===== src/hw/rtl/ospa_ram.sv =====
module ospa_ram #(
    parameter int W = 32,
    parameter int D = 16,
    localparam int AW = (D > 1) ? $clog2(D) : 1
) (
    input  logic          i_clk,
    input  logic          i_we,
    input  logic [AW-1:0] i_waddr,
    input  logic [W-1:0]  i_wdata,
    input  logic [AW-1:0] i_raddr,
    output logic [W-1:0]  o_rdata
);

    logic [W-1:0] r_mem [0:D-1];

    always_ff @(posedge i_clk) begin
        if (i_we) begin
            r_mem[i_waddr] <= i_wdata;
        end
        o_rdata <= r_mem[i_raddr];
    end

endmodule


===== config.mk =====
export PLATFORM = sky130hd
export DESIGN_NAME = ospa_ram
export DESIGN_NICKNAME = d
export VERILOG_FILES = /design/src/hw/rtl/ospa_ram.sv
export SDC_FILE = /design/constraint.sdc
export NUM_CORES = 1
export LEC_CHECK = 0
export ABC_CLOCK_PERIOD_IN_PS = 6900
export CAP_MARGIN = 30
export CORE_ASPECT_RATIO = 0.5
export CORE_MARGIN = 4
export CORE_UTILIZATION = 55
export DETAILED_ROUTE_END_ITERATION = 12
export DONT_BUFFER_PORTS = 1
export GPL_TIMING_DRIVEN = 0
export PLACE_DENSITY = 0.7
export SYNTH_ARGS = -nofsm -noshare
export SYNTH_HDL_FRONTEND = slang
export SYNTH_SLANG_ARGS = --single-unit

===== constraint.sdc =====
create_clock -name i_clk -period 6.9 [get_ports i_clk]
set_input_delay 0.69 -clock i_clk [delete_from_list [all_inputs] [get_ports i_clk]]
set_output_delay 0.69 -clock i_clk [all_outputs]
set_load 0.05 [all_outputs]

## Word level (Yosys, flattened, before mapping)

Memory sizes are Yosys's and may differ from the RTL's. A register that Yosys moved wholly into a read port is not among the register bits.
Index checks and enable logic that the tools add are counted.

- Bits of input ports: 42
- Register bits: 0
- Memories: 1
- Memory bits (writable): 512
- Output and inout port bits: 32
- Logic and storage cells: 3

Memory list:

| name | words | width | read ports | clocked after memory_dff | write ports | line | source |
|---|---|---|---|---|---|---|---|
| r_mem | 16 | 32 | 1 | 1 | 1 | 14 | `logic [W-1:0] r_mem [0:D-1];` |

- Multiplexer cells: 2

Operators with widths:

| kind | number |
|---|---|
| 1-bit 2-to-1 mux | 2 |

## Longest topological paths before layout

Gate-level depths: netlist of the first run.

- Depth after elaboration: 2
- Depth in mapped cells: 5
- Gate-level depth less buffers: 3

## Worst setup path after synthesis of the first run

No wires, ideal clock.

- Path type: input port to flip-flop
- From: input i_waddr[2]
- To: memory r_mem[0][0] (enable)
- Buffers on the path: 0
- Stages: 2
- Setup slack: 3.030 ns
- Data required time: 6.439 ns
- Library setup time: 0.461 ns
- Data arrival time: 3.408 ns
- Path through: or3b_2 nor3_1

RTL lines:

| what | line | source |
|---|---|---|
| start, declared | 8 | `input logic [AW-1:0] i_waddr,` |
| end, declared | 14 |  |

Straight into the memory's write port.

==> results.md, run 1 <==
- The run finished with clean final reports.
- TritonCTS built the clock tree.
- The path type of the worst min-delay path is in -> reg.
- The average via count per standard cell is around 6.4.
- The standby leakage power is ~7.1 nW.
- The half-perimeter wire length after placement is 25860 microns.
- In this run the core area contains 48 standard-cell rows.
- In the final routed layout, each cell accounts on average for 29.68 microns.
- The pin count of the biggest net entering global routing is 22.
- The die area is 39390 sq um.
- The number of hold-slack violations in the final timing report is 0.
- After detailed routing, the total wire length is about 42000 microns.
- The share of the cycle needed by the critical path after routing is 29.55%.
- The chip width is 276.7 microns.
- The clock transition at the registers of the reported paths is around 0.07 ns.
- The highest net fanout along the worst path is 10.
- At the pin with the least slew margin, the transition time is roughly 0.97 ns.
- The fraction of final layout cells sized beyond drive strength 1 is 27.15%.
- The effective utilization at floorplan is 56.70%.
- The detail route stage leaves a number of antenna-violating nets equal to 0.
- The leading cell type in the layout, fill and taps excluded is sky130_fd_sc_hd__edfxtp_1.
- The area inside the core boundary is 35010 sq um.
- The longest clock path from root to sink contains 3 buffers.
- The power per cell area is 295.1 nW/um^2.
- The number of antenna violations at the first check in global routing is 0.
- The path type of the worst setup path is in -> reg.
- In the layout the commonest cells are sky130_fd_sc_hd__edfxtp_1 (512), sky130_fd_sc_hd__mux4_2 (128), sky130_fd_sc_hd__a22oi_1 (64), sky130_fd_sc_hd__clkbuf_16 (49), sky130_fd_sc_hd__nand2_1 (33).
- The area overhead of the layout relative to synthesis is 13.88%.
- The worst slew margin relative to its limit is about a third.
- The number of nets handed over by synthesis was a little under 900.
- After global routing the overflow that remains totals 0.
- Buffers inserted to repair hold after CTS numbered 0.
- The startpoint class of the critical path is a primary input.
- Counting the buffers created by CTS gives 46.
- For this run, the number of Yosys warnings is 0.
- The antenna cell count is 0.
- The number of resized instances in the post-cts repair step is 0.
- The clock net sink count is 544.
- 74 I/O pins were placed.
- On the final layout, the worst clock skew is between 0.03 and 0.04 ns.
- The via count of the first global-routing pass came to between 9000 and 10000.
- Setup violations remaining at the end of the flow were counted as 0.
- The post-synthesis cell count is ~840.
- After synthesis, flip-flops and latches occupy 80.67% of the total area.
- In the global route stage, overall resource usage came out at ~22%.
- Data on the critical path is required at its endpoint by approximately 7.3 ns.
- The first routing iteration left ~1100 violations.
- The mean area per synthesized cell is about 24 sq um.
- Summed over all failing endpoints, the final setup total negative slack is 0 ns.
- The global-route wire length before repair is 62810 microns.
- After synthesis the cells add up to 19850 sq um.
- The maximum VDD drop is 0.0001466 V.
- The total number of vias is 9149.
- The number of detailed-route iterations in the first pass is 5.
- Max-cap violations in this run came to 0.
- The number of register bits inferred by synthesis is 544.
- For this run, the top clock speed supported by timing is 0.4905 GHz.
- The clock latency on the worst-skew pair is 0.58 ns.
- The final layout contains 958 nets.
- The clock period could shrink to approximately 2.0 ns.
- CTS placed an instance of sky130_fd_sc_hd__clkbuf_16 at the clock tree root.
- The number of port buffers is 0.
- Routability-driven placement finished with a final weighted congestion of approximately 0.78.
- The number of setup buffers added after CTS is 0.
- The signal arrival time at the worst endpoint is 2.46 ns.
- Setup repair after global routing left no endpoint under its margin.
- STA classifies the critical path endpoint as a register.
- The H-tree generated during clock tree synthesis spans 2 levels.
- Synthesis instantiated 18 different standard cells from the library.
- The total design power is 0.006673 W.
- The filler cells instantiated in the layout total 2177.
- The die extent in y is between 100 and 150 microns.
- The final-report max-slew violation count is 0.
- The number of remaining DRC errors is 0.
## worst max-delay path: stages
cell and delay (ns):
sky130_fd_sc_hd__buf_2 0.25, sky130_fd_sc_hd__buf_1 0.75, sky130_fd_sc_hd__mux4_2 0.41, sky130_fd_sc_hd__a22oi_1 0.23
sky130_fd_sc_hd__nand2_1 0.12
## power breakdown
part / internal (W) / leakage (nW) / total, W / switching (W)
Sequential: 0.00369 / 4.89 / 0.00380 / 0.000102
Clock: 0.00147 / 0.746 / 0.00261 / 0.00114
Combinational: 0.000119 / 1.47 / 0.000265 / 0.000146
Total: 0.00529 / 7.11 / 0.00667 / 0.00139
## worst paths after layout
check,startpoint,to,slack (ns),depth (start not counted)
setup reg to reg,r_mem[2][31],o_rdata[31],5.56,3
hold / removal,i_wdata[11],r_mem[0][11],0.20,0
hold reg to reg,r_mem[14][23],o_rdata[23],0.66,3
setup / recovery,i_raddr[1],o_rdata[14],4.86,5
## cell type report
cell class / count / area, sq um / area share, %
plain buffers: 43 / 222.7 / 0.9851
flip-flops and latches: 544 / 16020 / 70.84
repair buffers: 30 / 524.3 / 2.319
clock buffers: 63 / 1339 / 5.921
clock inverters: 23 / 187.7 / 0.8301
well taps: 475 / 594.3 / 2.629
multi-input cells: 251 / 3726 / 16.48
## through the flow
stage | setup slack [ns] | cell area, sq um | instances | hold WS [ns] | utilization [%]
final | 4.861 | 22610 | 1429 | 0.2044 | 64.57
after global placement | 0.4679 | 20450 | 1313 | 0.6497 | 58.40
after floorplan | 3.030 | 19850 | 838 | 0.6349 | -
after detailed placement | 4.320 | 21080 | 1343 | 0.6581 | 60.21
after global routing | 4.821 | 22610 | 1429 | 0.1812 | 64.57
after CTS | 4.894 | 22610 | 1429 | 0.1873 | 64.57
## cell families after synthesis
logic type	after synthesis	share of synthesized area [%]
multiplexers	128	14.52
AND/OR/NAND/NOR	59	1.273
flip-flops	544	80.67
buffers and inverters	43	1.122
AO/OA/AOI/OAI	64	2.420
## sequential cells by signal (all words and copies together), names as in the netlist
register  cells
o_rdata      32
r_mem       512
## layer usage
| layer | track usage (%) | routed length [microns] | vias to the layer above |
|---|---|---|---|
| li1 | - | - | 3739 |
| met1 | 30.96 | 16790 | 4863 |
| met2 | 35.47 | 20740 | 457 |
| met3 | 5.212 | 3800 | 90 |
| met4 | 6.131 | 1087 | 0 |
| met5 | 0 | 0 | - |
## synthesized netlist by cell type
library cell	number	area, sq um
sky130_fd_sc_hd__edfxtp_1	512	15370
sky130_fd_sc_hd__nor3_1	4	20.02
sky130_fd_sc_hd__and2_1	1	6.260
sky130_fd_sc_hd__nor2b_1	2	12.51
sky130_fd_sc_hd__nand3b_1	2	15.01
sky130_fd_sc_hd__clkbuf_1	17	63.81
sky130_fd_sc_hd__dfxtp_1	32	640.6
sky130_fd_sc_hd__buf_2	4	20.02
sky130_fd_sc_hd__mux4_2	128	2883
sky130_fd_sc_hd__nand3_1	1	5.000
sky130_fd_sc_hd__a22oi_1	64	480.5
sky130_fd_sc_hd__or3b_2	1	8.760
sky130_fd_sc_hd__buf_1	9	33.78
sky130_fd_sc_hd__buf_6	2	22.52
sky130_fd_sc_hd__nor2_1	13	48.80
sky130_fd_sc_hd__buf_4	11	82.58
sky130_fd_sc_hd__nand2_1	33	123.9
sky130_fd_sc_hd__nand2b_1	2	12.51
No activity file was read; power rests on OpenSTA's default activity.
==> run 2: changes to the inputs <==
--- a/config.mk
+++ b/config.mk
@@ -5,7 +5,7 @@
 export SDC_FILE = /design/constraint.sdc
 export NUM_CORES = 1
 export LEC_CHECK = 0
-export ABC_CLOCK_PERIOD_IN_PS = 6900
+export ABC_CLOCK_PERIOD_IN_PS = 1800
 export CAP_MARGIN = 30
 export CORE_ASPECT_RATIO = 0.5
 export CORE_MARGIN = 4
@@ -13,7 +13,7 @@
 export DETAILED_ROUTE_END_ITERATION = 12
 export DONT_BUFFER_PORTS = 1
 export GPL_TIMING_DRIVEN = 0
-export PLACE_DENSITY = 0.7
+export PLACE_DENSITY = 0.73
 export SYNTH_ARGS = -nofsm -noshare
 export SYNTH_HDL_FRONTEND = slang
 export SYNTH_SLANG_ARGS = --single-unit
==> constraint.sdc (replaced) <==
create_clock -name i_clk -period 1.8 [get_ports i_clk]
set_input_delay 0.18 -clock i_clk [delete_from_list [all_inputs] [get_ports i_clk]]
set_output_delay 0.18 -clock i_clk [all_outputs]
set_load 0.05 [all_outputs]
==> run 2 against run 1 <==
Net effect: routed wire length is 1.9% higher; global-route usage is 0.37 points higher; highest routed layer unchanged; clock skew down 0.020 ns; power rose to 3.9 times the previous value; combinational power rose to 4.6 times the previous value; largest cell class unchanged; sequential cell count did not move; count of clock-buffer cells in the layout is 1 lower; critical endpoint is now r_mem[8][25]; register-to-register slack got worse by 5.2 ns; critical path type unchanged.
==> results.md, run 2 (synthesis gave the netlist of run 1 again) <==
- The post-route clock skew came to 0.01148 ns (was 0.03157 ns).
- The half-perimeter wire length after placement is 25210 microns (was 25860 microns).
- The global placer's final weighted congestion came to 0.7259 (was 0.7760).
- The overall fraction of global-route tracks in use is 22.32% (was 21.95%).
- The final worst setup slack was 0.08754 ns (was 4.861 ns).
- The chip width is 276.7 microns (unchanged).
- By instance count, the cell type seen most on the critical path is sky130_fd_sc_hd__buf_16.
- The die extent in y is 142.3 microns (unchanged).
- The startpoint class of the critical path is a primary input (unchanged).
- The number of maximum-capacitance constraint violations is 0 (unchanged).
- The register ranked first by flip-flop count is r_mem (unchanged).
- The total number of vias came to 9347 (was 9149).
- The number of port buffers came to 0 (unchanged).
- The worst slack after detailed placement was -0.2847 ns (was 4.320 ns).
- The worst-case clock buffer depth is 3 (unchanged).
- The cell depth of the worst hold path was 3 (was 0).
- The die area is 39390 sq um (unchanged).
- The critical-path cell with the highest stage delay is sky130_fd_sc_hd__dlygate4sd3_1 (was sky130_fd_sc_hd__buf_1).
- Critical path cell sequence: dlygate4sd3_1, nor3_4, buf_16, buf_16 (was buf_2, buf_1, mux4_2, a22oi_1, nand2_1).
- The number of hold-slack violations in the final timing report is 0 (unchanged).
- The path type of the worst min-delay path is in -> reg (unchanged).
- The global-route wire length before repair is 64230 microns (was 62810 microns).
- The CTS root buffer is sky130_fd_sc_hd__clkbuf_16 (unchanged).
- The level count of the clock H-tree is 2 (unchanged).
- The area overhead of the layout relative to synthesis is 15.48% (was 13.88%).
- Unrepaired setup endpoints after global routing: no (unchanged).
- The end of the worst register-to-register path is o_rdata[12] (was o_rdata[31]).
- The total length of routed wires came to 43240 microns (was 42420 microns).
- The flip-flop count of the largest register after layout came to 512 (unchanged).
- The register area is 16020 sq um (unchanged).
- The startpoint of the worst-slack reg-to-reg timing path was r_mem[10][12] (was r_mem[2][31]).
- The path type of the worst setup path is in -> reg (unchanged).
- The via count of the first global-routing pass came to 9704 (was 9407).
- The maximum VDD drop is 0.0007976 V (was 0.0001466 V).
- The largest incremental delay on the critical path is 0.68 ns (was 0.75 ns).
- The count of fill cells added during filler insertion is 2102 (was 2177).
- The clock latency on the worst-skew pair is 0.56 ns (was 0.58 ns).
- The final-report max-slew violation count is 0 (unchanged).
- The pin slew with the least headroom to its limit is 0.9343 ns (was 0.9702 ns).
- The number of antenna violations at the first check in global routing was 0 (unchanged).
- The number of detailed-route iterations in the first pass came to 5 (unchanged).
- Most frequent cells in the layout: sky130_fd_sc_hd__edfxtp_1 (512), sky130_fd_sc_hd__mux4_2 (128), sky130_fd_sc_hd__a22oi_1 (64), sky130_fd_sc_hd__clkbuf_16 (49), sky130_fd_sc_hd__dlygate4sd3_1 (36) (was sky130_fd_sc_hd__edfxtp_1 (512), sky130_fd_sc_hd__mux4_2 (128), sky130_fd_sc_hd__a22oi_1 (64), sky130_fd_sc_hd__clkbuf_16 (49), sky130_fd_sc_hd__nand2_1 (33)).
- The CTS tree is done (unchanged).
- The effective utilization at floorplan was 56.70% (unchanged).
- The standby leakage power is 7.231 nW (was 7.109 nW).
- The total of endpoints with negative setup slack in the final report is 0 (unchanged).
- The share of the cycle needed by the critical path after routing is about 95%.
- The area inside the core boundary is 35010 sq um (unchanged).
- The average detailed-routed wire length per instance is 29.70 microns (was 29.68 microns).
- The total clock buffers created by CTS is 46 (unchanged).
- The cell count after placement came to 1333 (was 1343).
- The worst slew margin relative to its limit came to 37.71% (was 35.32%).
- The number of cell rows is 48 (unchanged).
- The internal reg-to-reg setup slack was 0.38 ns (was 5.56 ns).
- The fraction of final layout cells sized beyond drive strength 1 came to 25.08% (was 27.15%).
- The depth of the worst register-to-register path came to 3 (unchanged).
- The sort of element at the end of the critical path is a register (unchanged).
- The total negative setup slack is 0 ns (unchanged).
- The final standard cell count with taps included and fillers excluded was 1456 (was 1429).
- The clock transition at the registers of the reported paths came to 0.06 ns (was 0.07 ns).
- The total design power is 0.02582 W (was 0.006673 W).
- The average via count per standard cell came to 6.420 (was 6.402).
- The antenna cell count came to 0 (unchanged).
- The number of I/O pins was 74 (unchanged).
- The highest net fanout along the worst path is 14 (was 10).
- The power per cell area came to 1126 nW/um^2 (was 295.1 nW/um^2).
- The net count reported at finish came to 985 (was 958).
- The clock net sink count is 544 (unchanged).
- The total area of multi-input combinational cells is 3754 sq um (was 3726 sq um).
- The number of remaining DRC errors came to 0 (unchanged).
- The source of the worst hold timing path is i_raddr[3] (was i_wdata[11]).
- Derived from the worst setup path, the maximum achievable clock frequency is 0.5840 GHz.
- The number of design-rule violations left by the first detailed-router iteration is 1206 (was 1138).
- The pin count of the biggest net entering global routing is 24 (was 22).
- Status: complete, no violations (unchanged).
- The number of routed nets with antenna violations is 0 (unchanged).
- The data required time at the worst endpoint is 2.06 ns (was 7.32 ns).
- The hold path endpoint is o_rdata[30] (was r_mem[0][11]).
- The leading cell type in the layout, fill and taps excluded is sky130_fd_sc_hd__edfxtp_1 (unchanged).
- Largest registers in the final layout: r_mem: 512 flops, o_rdata: 32 flops (unchanged).
- The final critical delay including setup and external delays is 1.712 ns.
- The core utilization of the finished layout was 65.48% (was 64.57%).
- The sum of overflow across all layers after global routing was 0 (unchanged).
- The signal arrival time at the worst endpoint is 1.97 ns (was 2.46 ns).
run 2: critical path: cells and delay by family:
| family | cells | cell delay, ns |
|---|---|---|
| simple gates | 1 | 0.68 |
| buf+inv | 3 | 1.10 |
run 2: metal layers:
metal	GRT usage [%]	wire length (microns)	share of wire (%)	up-vias
li1	-	-	-	3781
met1	32.05	17230	40	5000
met2	36.56	21660	50	485
met3	3.819	3332	7.7	81
met4	6.345	1025	2.4	0
met5	0	0	0	-
run 2: layout make-up:
class	count	share of cell area [%]
flip-flops and latches	544	69.85
multi-input cells	251	16.37
clock buffers	62	5.604
repair buffers	57	3.591
well taps	475	2.592
clock inverters	24	1.020
plain buffers	43	0.9714
run 2: what timing repair did:
| item | 4_1_cts | 5_1_grt |
|---|---|---|
| hold buffers | 36 | 0 |
| endpoints found under the hold margin | 546 | 0 |
| setup endpoints to repair | 0 | 12 |
| setup buffers | 0 | 1 |
| gates resized for setup | 0 | 0 |
run 2: stage by stage:
| stage | cell area [sq um] | hold slack (ns) |
|---|---|---|
| 2_1_floorplan | 19900 | 0.2789 |
| 3_3_place_gp | 20490 | 0.2796 |
| 3_5_place_dp | 21040 | 0.2795 |
| 4_1_cts | 22920 | 0.06580 |
| 5_1_grt | 22930 | 0.09612 |
| 6_report | 22930 | 0.09359 |
run 2: how the worst max path moves through the flow:
stage,from,to,slack [ns],depth (start not counted)
2_1_floorplan,i_waddr[2],r_mem[10][0],-0.41,2
4_1_cts,i_waddr[1],r_mem[4][22],0.02,4
6_report,i_waddr[1],r_mem[8][25],0.09,4
3_5_place_dp,i_waddr[3],r_mem[4][21],-0.28,4
3_3_place_gp,i_we,r_mem[13][23],-2.03,2
5_1_grt,i_waddr[1],r_mem[8][18],0.08,4
run 2: power by group:
part	total, W	leakage, nW	switching, W	internal [W]
registers	0.0146	4.89	0.000396	0.0142
logic	0.00122	1.60	0.000717	0.000507
clock network	0.0100	0.741	0.00431	0.00573
total	0.0258	7.23	0.00542	0.0204
